$ cat config.mk
export PLATFORM = sky130hd
export DESIGN_NAME = i2c_register_crc_framer
export DESIGN_NICKNAME = d
export VERILOG_FILES = /design/src/rtl/i2ccrc_pkg.sv /design/src/rtl/i2c_register_crc_framer.sv
export SDC_FILE = /design/constraint.sdc
export NUM_CORES = 1
export LEC_CHECK = 0
export BUFFER_PORTS_ARGS = -buffer_cell sky130_fd_sc_hd__buf_2
export CELL_PAD_IN_SITES_DETAIL_PLACEMENT = 1
export CELL_PAD_IN_SITES_GLOBAL_PLACEMENT = 1
export CORE_MARGIN = 2
export CORE_UTILIZATION = 51
export CTS_BUF_LIST = sky130_fd_sc_hd__clkbuf_2 sky130_fd_sc_hd__clkbuf_4 sky130_fd_sc_hd__clkbuf_8
export DETAILED_ROUTE_END_ITERATION = 10
export PLACE_DENSITY = 0.93
export SYNTH_ARGS = -nofsm -noshare
export SYNTH_HDL_FRONTEND = slang
export SYNTH_SLANG_ARGS = --single-unit
$ cat constraint.sdc
create_clock -name clk -period 9 [get_ports clk]
set_input_delay 0.9 -clock clk [delete_from_list [all_inputs] [get_ports clk]]
set_output_delay 0.9 -clock clk [all_outputs]
set_load 0.05 [all_outputs]
$ cat src/rtl/i2ccrc_pkg.sv
// package: types, codes and crc-8 helpers for the i2c register crc framer
package i2ccrc_pkg;

    localparam logic [7:0] CRC_POLY       = 8'h07;
    localparam logic [7:0] CRC_INIT       = 8'h00;
    localparam logic [7:0] CRC_TOP        = 8'h80;
    localparam logic [7:0] DEV_ADDR_RESET = 8'h10;

    localparam logic REQ_WRITE = 1'b0;
    localparam logic REQ_READ  = 1'b1;

    typedef enum logic [1:0] {
        STATUS_GOOD     = 2'd0,
        STATUS_MISMATCH = 2'd1,
        STATUS_DROPPED  = 2'd2
    } status_t;

    // crc of a single set input bit after eight shifts, msb first
    typedef logic [7:0] crc_col_t [8];
    localparam crc_col_t CRC_COLUMNS = '{
        8'h07, 8'h0E, 8'h1C, 8'h38, 8'h70, 8'hE0, 8'hC7, 8'h89
    };

    // one byte of crc-8: linear in (crc ^ b), so an xor of columns
    function automatic logic [7:0] crc8_step(input logic [7:0] crc, input logic [7:0] b);
        logic [7:0] x;
        logic [7:0] acc;
        x   = crc ^ b;
        acc = '0;
        for (int i = 0; i < 8; i++) begin
            if (x[i])
            begin
                acc = acc ^ CRC_COLUMNS[i];
            end
        end
        return acc;
    endfunction

endpackage

$ cat src/rtl/i2c_register_crc_framer.sv
// top level: crc-8 i2c register link framer, one transaction per cycle unless stalled
//
//  channel  | handshake               | payload
//  ---------+-------------------------+-----------------------------------------------
//  config   | cfg_wr_en               | cfg_wr_data (device_address)
//  input    | in_valid / in_ready     | req_type reg_addr data_byte crc_byte first/last
//  output   | out_valid / out_ready   | data_out crc_out status burst_done burst_good
//
// one transaction is taken per cycle unless the output stalls; a result becomes valid
// once its input transaction has passed through the input register, then the result
// register
// the crc over up to three bytes is a flat xor network between the two registers
// rst_n clears the valid flags and the burst state and loads address 0x10
// a stall on the output holds the result register, then backs up the input register
module i2c_register_crc_framer (
    input  logic                 clk,
    input  logic                 rst_n,
    input  logic                 cfg_wr_en,
    input  logic [7:0]           cfg_wr_data,
    input  logic                 in_valid,
    output logic                 in_ready,
    input  logic                 req_type,
    input  logic [7:0]           reg_addr,
    input  logic [7:0]           data_byte,
    input  logic [7:0]           crc_byte,
    input  logic                 first_of_read,
    input  logic                 last_of_read,
    output logic                 out_valid,
    input  logic                 out_ready,
    output logic [7:0]           data_out,
    output logic [7:0]           crc_out,
    output i2ccrc_pkg::status_t  status,
    output logic                 burst_done,
    output logic                 burst_good
);
    import i2ccrc_pkg::*;

    // configuration
    logic [7:0] dev_addr_reg;

    // input register
    logic       s1_valid_reg;
    logic       s1_req_reg;
    logic [7:0] s1_reg_addr_reg;
    logic [7:0] s1_data_reg;
    logic [7:0] s1_crc_reg;
    logic       s1_first_reg;
    logic       s1_last_reg;

    // result register
    logic       out_valid_reg;
    logic [7:0] data_out_reg;
    logic [7:0] crc_out_reg;
    status_t    status_reg;
    logic       done_reg;
    logic       good_reg;

    // burst state, updated as a transaction moves into the result register
    logic       burst_failed_reg;
    logic       burst_failed_next;

    logic       s1_advance;
    logic [7:0] read_addr;
    logic [7:0] crc_write;
    logic [7:0] crc_first;
    logic [7:0] crc_later;
    logic [7:0] data_out_next;
    logic [7:0] crc_out_next;
    status_t    status_next;
    logic       done_next;
    logic       good_next;

    // the input register moves on when the result register is empty or draining
    assign s1_advance = s1_valid_reg && (!out_valid_reg || out_ready);
    assign in_ready   = !s1_valid_reg || s1_advance;

    // read address wraps to 8 bits
    assign read_addr = dev_addr_reg + 8'd1;

    // write crc covers device address, register address and data byte
    assign crc_write = crc8_step(crc8_step(crc8_step(CRC_INIT, dev_addr_reg),
                                           s1_reg_addr_reg), s1_data_reg);
    // first read pair also covers the read address
    assign crc_first = crc8_step(crc8_step(CRC_INIT, read_addr), s1_data_reg);
    assign crc_later = crc8_step(CRC_INIT, s1_data_reg);

    always_comb
    begin
        data_out_next     = '0;
        crc_out_next      = crc_write;
        status_next       = STATUS_GOOD;
        done_next         = 1'b0;
        good_next         = 1'b0;
        burst_failed_next = burst_failed_reg;
        if (s1_req_reg == REQ_WRITE)
        begin
            data_out_next = s1_data_reg;
        end
        else
        begin
            // a first pair opens a fresh burst
            if (s1_first_reg)
            begin
                burst_failed_next = 1'b0;
                crc_out_next      = crc_first;
            end
            else
            begin
                crc_out_next = crc_later;
            end
            if (burst_failed_next)
            begin
                status_next = STATUS_DROPPED;
            end
            else if (crc_out_next != s1_crc_reg)
            begin
                status_next       = STATUS_MISMATCH;
                burst_failed_next = 1'b1;
            end
            else
            begin
                data_out_next = s1_data_reg;
            end
            // last pair reports the burst verdict and closes it
            if (s1_last_reg)
            begin
                done_next         = 1'b1;
                good_next         = !burst_failed_next;
                burst_failed_next = 1'b0;
            end
        end
    end

    // control registers
    always_ff @(posedge clk or negedge rst_n)
    begin
        if (!rst_n)
        begin
            dev_addr_reg     <= DEV_ADDR_RESET;
            s1_valid_reg     <= 1'b0;
            out_valid_reg    <= 1'b0;
            burst_failed_reg <= 1'b0;
        end
        else
        begin
            if (cfg_wr_en)
            begin
                dev_addr_reg <= cfg_wr_data;
            end
            if (in_ready)
            begin
                s1_valid_reg <= in_valid;
            end
            if (s1_advance)
            begin
                out_valid_reg    <= 1'b1;
                burst_failed_reg <= burst_failed_next;
            end
            else if (out_ready)
            begin
                out_valid_reg <= 1'b0;
            end
        end
    end

    // payload registers, no reset
    always_ff @(posedge clk)
    begin
        if (in_valid && in_ready)
        begin
            s1_req_reg      <= req_type;
            s1_reg_addr_reg <= reg_addr;
            s1_data_reg     <= data_byte;
            s1_crc_reg      <= crc_byte;
            s1_first_reg    <= first_of_read;
            s1_last_reg     <= last_of_read;
        end
        if (s1_advance)
        begin
            data_out_reg <= data_out_next;
            crc_out_reg  <= crc_out_next;
            status_reg   <= status_next;
            done_reg     <= done_next;
            good_reg     <= good_next;
        end
    end

    assign out_valid  = out_valid_reg;
    assign data_out   = data_out_reg;
    assign crc_out    = crc_out_reg;
    assign status     = status_reg;
    assign burst_done = done_reg;
    assign burst_good = good_reg;

endmodule

## After elaboration in Yosys (flattened, before gate mapping)

Index checks and enable logic that the tools add are counted.
W data, S select, Z words.

- $add $sub $neg: 1
- Muxes and demuxes: 65
- Equality and inequality tests: 1
- Bitwise gates (word level): 46
- Reduce and logical (&&, ||, !) cells: 11

Operators by type and width:

| operator | number |
|---|---|
| $mux W8 | 24 |
| $not A3 Y3 | 35 |
| $mux W7 | 6 |
| $mux W6 | 6 |
| $mux W5 | 6 |
| $not A5 Y5 | 6 |
| $mux W4 | 6 |
| $xor A8 B8 Y8 | 3 |
| $mux W3 | 6 |
| $mux W1 | 10 |
| $add A8 B1 Y8 const B | 1 |
| $ne A8 B8 Y1 | 1 |
| $reduce_and A2 Y1 | 2 |
| $logic_not A1 Y1 | 3 |
| $not A2 Y3 | 1 |
| $logic_and A1 B1 Y1 | 2 |
| $logic_or A1 B1 Y1 | 2 |
| $mux W2 | 1 |
| $reduce_bool A2 Y1 | 1 |
| $reduce_or A2 Y1 | 1 |
| $not A1 Y1 | 1 |

- Register bits: 58

## Logic depth before layout (Yosys ltp)

Gate-level depths: netlist of run 1.

- Word-level depth: 48
- Gate-level depth with buffers: 9

## Least setup slack after synthesis of run 1

OpenSTA, ideal clock, no wires.

- Path kind: reg2reg
- Start point: register dev_addr_reg[1]
- End point: register data_out_reg[7], in the netlist data_out[7], data pin
- Path buffers: 0
- Setup slack: 6.048 ns
- Required time: 8.867 ns
- Clock period less this slack: 2.952 ns
- Arrival: 2.819 ns
- Setup time: 0.133 ns
- Stages on the path, launching flop included: 10
- Cell sequence: dfrtp_1 > ha_1 > xnor2_2 > xor3_2 > xnor2_2 > xor3_1 > nor4_2 > a21oi_2 > o21ai_2 > and2_1

- Cells in the longest elaborated chain, start to end: 26

RTL lines:

| what | RTL line | RTL |
|---|---|---|
| from (decl) | i2c_register_crc_framer.sv:39 | `logic [7:0] dev_addr_reg;` |
| from (signal assigned) | i2c_register_crc_framer.sv:148 | `dev_addr_reg <= cfg_wr_data;` |
| $add A8 B1 Y8 (*) | i2c_register_crc_framer.sv:78 | `assign read_addr = dev_addr_reg + 8'd1;` |
| $mux W4 | i2ccrc_pkg.sv:31 | `if (x[i])` |
| $mux W5 | i2ccrc_pkg.sv:31 |  |
| $mux W6 | i2ccrc_pkg.sv:31 |  |
| $mux W7 | i2ccrc_pkg.sv:31 |  |
| $mux W8 | i2ccrc_pkg.sv:31 |  |
| $not A5 Y5 (no line) | -- |  |
| $mux W8 | i2ccrc_pkg.sv:31 |  |
| [11 not listed] | -- |  |
| $mux W8 (*) | i2ccrc_pkg.sv:31 |  |
| $mux W8 (*) | i2c_register_crc_framer.sv:102 | `if (s1_first_reg)` |
| $mux W8 (*) | i2c_register_crc_framer.sv:95 | `if (s1_req_reg == REQ_WRITE)` |
| $ne A8 B8 Y1 (*) | i2c_register_crc_framer.sv:115 | `else if (crc_out_next != s1_crc_reg)` |
| $mux W8 (*) | i2c_register_crc_framer.sv:115 |  |
| $mux W8 (*) | i2c_register_crc_framer.sv:111 | `if (burst_failed_next)` |
| $mux W8 (*) | i2c_register_crc_framer.sv:95 |  |
| named net data_out_next[7] | i2c_register_crc_framer.sv:67 | `logic [7:0] data_out_next;` |
| to (signal assigned) | i2c_register_crc_framer.sv:180 | `data_out_reg <= data_out_next;` |
| to (decl) | i2c_register_crc_framer.sv:52 | `logic [7:0] data_out_reg;` |

Mark *: on every way through the listed nets, which the timed path passes. The rest lies on a longest branch. The select of a mux whose other input is x is not followed.
A chain may end at the register's enable or synchronous reset.

## Worst setup path after layout of run 1

- Start point: register dev_addr_reg[0]
- End point: register data_out_reg[0], in the netlist data_out[0], data pin

- Cells in the longest elaborated chain, start to end: 29

RTL lines:

| what | RTL line |
|---|---|
| $add A8 B1 Y8 (*) | i2c_register_crc_framer.sv:78 |
| $mux W3 | i2ccrc_pkg.sv:31 |
| $mux W4 | i2ccrc_pkg.sv:31 |
| $mux W5 | i2ccrc_pkg.sv:31 |
| $mux W6 | i2ccrc_pkg.sv:31 |
| $mux W7 | i2ccrc_pkg.sv:31 |
| $mux W8 | i2ccrc_pkg.sv:31 |
| $not A5 Y5 (no line) | -- |
| [14 not listed] | -- |
| $mux W8 (*) | i2ccrc_pkg.sv:31 |
| $mux W8 (*) | i2c_register_crc_framer.sv:102 |
| $mux W8 (*) | i2c_register_crc_framer.sv:95 |
| $ne A8 B8 Y1 (*) | i2c_register_crc_framer.sv:115 |
| $mux W8 (*) | i2c_register_crc_framer.sv:115 |
| $mux W8 (*) | i2c_register_crc_framer.sv:111 |
| $mux W8 (*) | i2c_register_crc_framer.sv:95 |
| named net data_out_next[0] | i2c_register_crc_framer.sv:67 |

Marks and branches as above.

==> qor.csv, run 1 <==
metric,value,unit
FF-to-FF path depth,9,
Post-DP Area,4060,um^2
most frequent cells in the layout,"70 x xnor2_1, 61 x buf_2, 47 x edfxtp_1, 20 x xor2_1",
"leading cell type in the layout, fill and taps excluded",xnor2_1,
DRC Markers,0,
Worst-path clk slew,80,ps
top-area cell type share of the netlist area,38.3,%
Final Skew,18.2,ps
share of cells above drive strength 1,27.9,%
CTS tree,done,
crit-path max cell delay,490,ps
first-pass GRT wire length,15300,um
P_leak,1.74,nW
DPL Wire Length,6910,um
"non-filler cells, final",454,
Yosys top cell by area,edfxtp_1,
Worst-Skew Late Latency,370,ps
largest net degree at the start of global routing,28,
worst path cell trace,ha_1 -> xnor2_2 -> xor3_2 -> xnor2_2 -> xor3_1 -> nor4_2 -> a21oi_2 -> o21ai_2 -> and2_1,
initial antenna violation count,0,
hold slack,408,ps
Fmax,288,MHz
CTS Buf Count,9,
Crit Path Category,reg2reg,
Crit Reg-Reg Endpoint,data_out[0],
cell depth of the worst setup path,9,
port bufs,61,
Final TNS setup,0,ps
number of synthesized register bits,58,
clk sinks,58,
post-layout util,62.4,%
WL per Instance,21.9,um
CTS root buf,clkbuf_8,
area taken by flip-flops and latches,1690,um^2
DR pass1 iterations,4,
Hold Crit Class,in2async,
register area share after synthesis,45.8,%
IR Drop Worst-Case VDD,0.000119,V
"Period Utilization, post-route",38.6,%
outcome,completed,
Pwr Total,1.30,mW
Pwr Density,303,nW/um^2
Critical Path AT,3710,ps
Hold Fails Final Rpt,0,
r2r startpoint,dev_addr_reg[0],
num rows,30,
RD Place Congestion,0.867,
"top cells by area, synth","edfxtp_1 38%, xnor2_1 17%, dfrtp_1 6.8%",
ys async rst share,19.0,%
Post-CTS Hold Fix Bufs,0,
post-route cell area,4310,um^2
Core ar.,6910,um^2
mapped cell area,3680,um^2
Post-synth EDFFs,47,
Final Slew Violations,0,
gr ovfl total,0,
Final nets,399,
Area Overhead vs Synth,17.0,%
DP Cell Count,438,
"Top FF cell, synth",edfxtp_1,
vias in the first global route,2810,
# Post-CTS Setup Buffers,0,
initial core utilization,53.3,%
RSZ-0062 raised after global routing,no,
Yosys cell types,46,
crit path from,dev_addr_reg[0],
"Largest delay share family, worst path",XOR/XNOR gates,
Ant. Diodes,0,
Reg2Reg Setup Slack,5530,ps
Routed Antenna Nets,0,
GRT Util Overall,27.4,%
CTS Buffer Depth,2,
Setup crit end kind,flop,
relative slew slack,13.0,%
drt via density,5.56,
Place WS,5600,ps
H-tree Lvls,3,
max-cap violations,0,
slowest CP cell,dfrtp_1,
Synthesis Warnings,0,
Mapped Avg Cell Area,12.6,um^2
chip width,89.0,um
Syn Inst Count,293,
setup slack after layout,5530,ps
Critical Path RT,9240,ps
Top-Level Pins,62,
Die Y,89.0,um
setup violators final,0,
CTS resizes,0,
CP most frequent cell,xnor2_2,
actual slew at the worst max-slew pin,1310,ps
Syn Nets,339,
DR vias,2522,
aggregate routed wire length,9960,um
DIE AREA,7920,um^2
fillcell total,745,
Tmin final,3470,ps
CP max FO,8,
Starting DRT DRC Count,110,
"Buf+Inv Stages, Crit Path",0,
area occupied by multi-input gates,1910,um^2
Worst Setup Start Kind,flop,
==> worst max-delay path by stage <==
stage                        to  slack (ps)
floorplan           data_out[7]        6050
global placement    data_out[2]        5740
detailed placement  data_out[7]        5600
CTS                 data_out[0]        5530
global route        data_out[4]        5370
finish              data_out[0]        5530
==> kinds of logic after synthesis <==
kind of cell | share of synthesized area, %
AND/OR/NAND/NOR | 9.24
flip-flops | 45.8
XOR/XNOR | 33.1
AO/OA/AOI/OAI | 5.40
multiplexers | 2.14
adder cells (fa/ha/maj) | 2.04
buffers and inverters | 2.28
==> power breakdown <==
group	internal (mW)	total [mW]	switching, mW
registers	0.340	0.370	0.0296
logic	0.265	0.623	0.358
clock network	0.186	0.310	0.124
total	0.792	1.30	0.512
==> routing by layer <==
metal / part of all wire (%) / routed length [um] / track usage [%] / up-vias
li1: - / - / - / 1131
met1: 39 / 3840 / 31.3 / 1280
met3: 5.1 / 504 / 5.08 / 27
met5: 0 / 0 / 0 / -
met2: 53 / 5300 / 48.9 / 84
met4: 3.1 / 312 / 14.4 / 0
==> synthesized netlist by cell type, types with 2 or more instances <==
cell type and count:
and3_1 2, buf_2 4, xor3_1 2, nand3_1 7, nor2_1 11, dfrtp_1 10
and2_1 12, nand2b_1 3, inv_1 8, nand3b_1 3, xnor3_1 11, nand2_1 12
xnor2_2 3, nor4_2 2, o21ai_1 2, xnor2_1 70, ha_1 6, xor2_1 20
a21oi_1 6, or3_1 3, o21ai_0 8, o211ai_1 3, a211o_1 3, clkbuf_1 7
edfxtp_1 47, xor2_2 2, mux2_2 7
==> area by class of cell <==
type / instances / area share [%]
clock buffers: 9 / 2.88
repair buffers: 61 / 7.09
clock inverters: 7 / 2.91
inverters: 9 / 0.784
flip-flops and latches: 58 / 39.2
well taps: 96 / 2.79
multi-input cells: 214 / 44.4
Power figures use the tool's default switching activity.
==> inputs of run 2 (changes only) <==
--- a/config.mk
+++ b/config.mk
@@ -9,10 +9,10 @@
 export CELL_PAD_IN_SITES_DETAIL_PLACEMENT = 1
 export CELL_PAD_IN_SITES_GLOBAL_PLACEMENT = 1
 export CORE_MARGIN = 2
-export CORE_UTILIZATION = 51
+export CORE_UTILIZATION = 47
 export CTS_BUF_LIST = sky130_fd_sc_hd__clkbuf_2 sky130_fd_sc_hd__clkbuf_4 sky130_fd_sc_hd__clkbuf_8
 export DETAILED_ROUTE_END_ITERATION = 10
-export PLACE_DENSITY = 0.93
+export PLACE_DENSITY = 0.87
 export SYNTH_ARGS = -nofsm -noshare
 export SYNTH_HDL_FRONTEND = slang
 export SYNTH_SLANG_ARGS = --single-unit
==> constraint.sdc (replaced) <==
create_clock -name clk -period 3.35 [get_ports clk]
set_input_delay 0.335 -clock clk [delete_from_list [all_inputs] [get_ports clk]]
set_output_delay 0.335 -clock clk [all_outputs]
set_load 0.05 [all_outputs]
==> qor.csv, run 2 (synthesis gave the netlist of run 1 again) <==
metric,value,unit
outcome,completed,
worst path cell trace,ha_1 -> xnor2_2 -> xor3_2 -> xnor2_2 -> xor3_1 -> nor4_4 -> a21oi_2 -> o21ai_4 -> and2_1,
Critical Path RT,3570,ps
WL per Instance,19.2,um
actual slew at the worst max-slew pin,1000,ps
cell internal pwr,1.92,mW
RSZ-0062 raised after global routing,no,
DR vias,2488,
first-pass GRT wire length,14400,um
DIE AREA,8560,um^2
Core ar.,7650,um^2
most frequent cells in the layout,"70 x xnor2_1, 61 x buf_2, 47 x edfxtp_1, 20 x xor2_1",
Hold Fails Final Rpt,0,
CTS root buf,clkbuf_8,
max-cap violations,0,
crit path from,dev_addr_reg[1],
met1 Resource Use GR,27.8,%
"leading cell type in the layout, fill and taps excluded",xnor2_1,
Crit Path Category,reg2reg,
RD Place Congestion,0.944,
Final TNS setup,0,ps
Area Overhead vs Synth,17.5,%
relative slew slack,33.1,%
CP max FO,8,
H-tree Lvls,3,
CTS Buffer Depth,2,
clk sinks,58,
port bufs,61,
DPL Wire Length,6790,um
Comb power frac,52.6,%
"Period Utilization, post-route",95.1,%
initial core utilization,48.2,%
slowest CP cell,xor3_2,
DR pass1 iterations,4,
Clock power frac,16.9,%
Final Skew,9.01,ps
Setup crit end kind,flop,
crit-path max cell delay,450,ps
met3 usage,5.70,%
Fmax,314,MHz
busiest layer in global routing,met2,
num rows,32,
Critical Path AT,3400,ps
Tmin final,3190,ps
drt via density,5.29,
Worst-path clk slew,70,ps
Die Y,92.5,um
largest net degree at the start of global routing,28,
Pwr Density,743,nW/um^2
"Buf+Inv Stages, Crit Path",0,
fillcell total,809,
Psw,1.30,mW
initial antenna violation count,0,
Top-Level Pins,62,
r2r startpoint,dev_addr_reg[1],
chip width,92.5,um
Final nets,410,
CTS Buf Count,9,
"Largest delay share family, worst path",XOR/XNOR gates,
gr ovfl total,0,
Final Slew Violations,0,
Worst Setup Start Kind,flop,
Starting DRT DRC Count,141,
hold path start,data_byte[1],
Hold Crit Class,in2reg,
IR Drop Worst-Case VDD,0.000302,V
Ant. Diodes,0,
CP most frequent cell,xnor2_2,
Sw Ratio,40.4,%
Pwr Total,3.21,mW
P_leak,1.75,nW
Routed Antenna Nets,0,
aggregate routed wire length,9010,um
vias in the first global route,2696,
share of cells above drive strength 1,29.6,%
Worst-Skew Late Latency,350,ps
grt met2 use,39.1,%
GRT Util Overall,22.9,%
# Post-CTS Setup Buffers,0,
DRC Markers,0,
register share of total power,30.5,%
CTS tree,done,
setup violators final,0,
## run 2: cell count changes in the layout (fill, tap and decap cells not counted), moves of 2 or more
| cell | change |
|---|---|
| buf_4 | +10 |
| clkinv_2 | +4 |
| bufinv_16 | -3 |
| clkinv_4 | -3 |
| clkinvlp_4 | +2 |
## run 2: what timing repair did
item,in CTS,in global routing
hold buffers,1,0
resized for setup,0,2
hold endpoints to repair,10,0
endpoints found under the setup margin,0,8
## run 2: final cells by class
type | instances | area, um^2 | share of cell area, %
Clock buffer | 9 | 124 | 2.86
Clock inverter | 6 | 35.0 | 0.810
Inverter | 9 | 33.8 | 0.781
Multi-Input combinational cell | 214 | 1930 | 44.5
Sequential cell | 58 | 1690 | 39.0
Tap cell | 102 | 128 | 2.95
Timing Repair Buffer | 72 | 390 | 9.03
## run 2: stage by stage
stage | setup slack, ps | std cells | area, um^2 | hold slack (ps) | util, %
2_1_floorplan | 398 | 293 | 3680 | 39.4 | -
3_3_place_gp | 211 | 454 | 4140 | 247 | 54.1
3_5_place_dp | 102 | 454 | 4140 | 257 | 54.1
4_1_cts | 27.0 | 470 | 4310 | 145 | 56.3
5_1_grt | 2.93 | 470 | 4330 | 141 | 56.6
6_report | 164 | 470 | 4330 | 160 | 56.6
## run 2: power groups by stage
| stage | combinational (mW) | clock, mW | sequential [mW] |
|---|---|---|---|
| floorplan | 1.12 | 0 | 1.16 |
| global placement | 1.58 | 0 | 0.987 |
| detailed placement | 1.65 | 0 | 0.995 |
| CTS | 1.68 | 0.555 | 0.981 |
| global route | 1.82 | 0.587 | 0.990 |
| finish | 1.69 | 0.543 | 0.980 |
## run 2: per-layer routing
layer,up-vias,wire [um]
met1,1251,3690
met5,-,0
met3,15,427
met4,0,199
li1,1156,-
met2,66,4690
## run 2: path summary, 6_finish.rpt
check                      cells after the start  slack, ps               end
setup / recovery                               9        160       data_out[7]
hold / removal                                 1        160    s1_data_reg[1]
setup reg to reg                               9        160       data_out[7]
hold reg to reg                                1        480  burst_failed_reg
max in group asynchronous                      2       2650   dev_addr_reg[4]
min in group asynchronous                      2        410   dev_addr_reg[2]
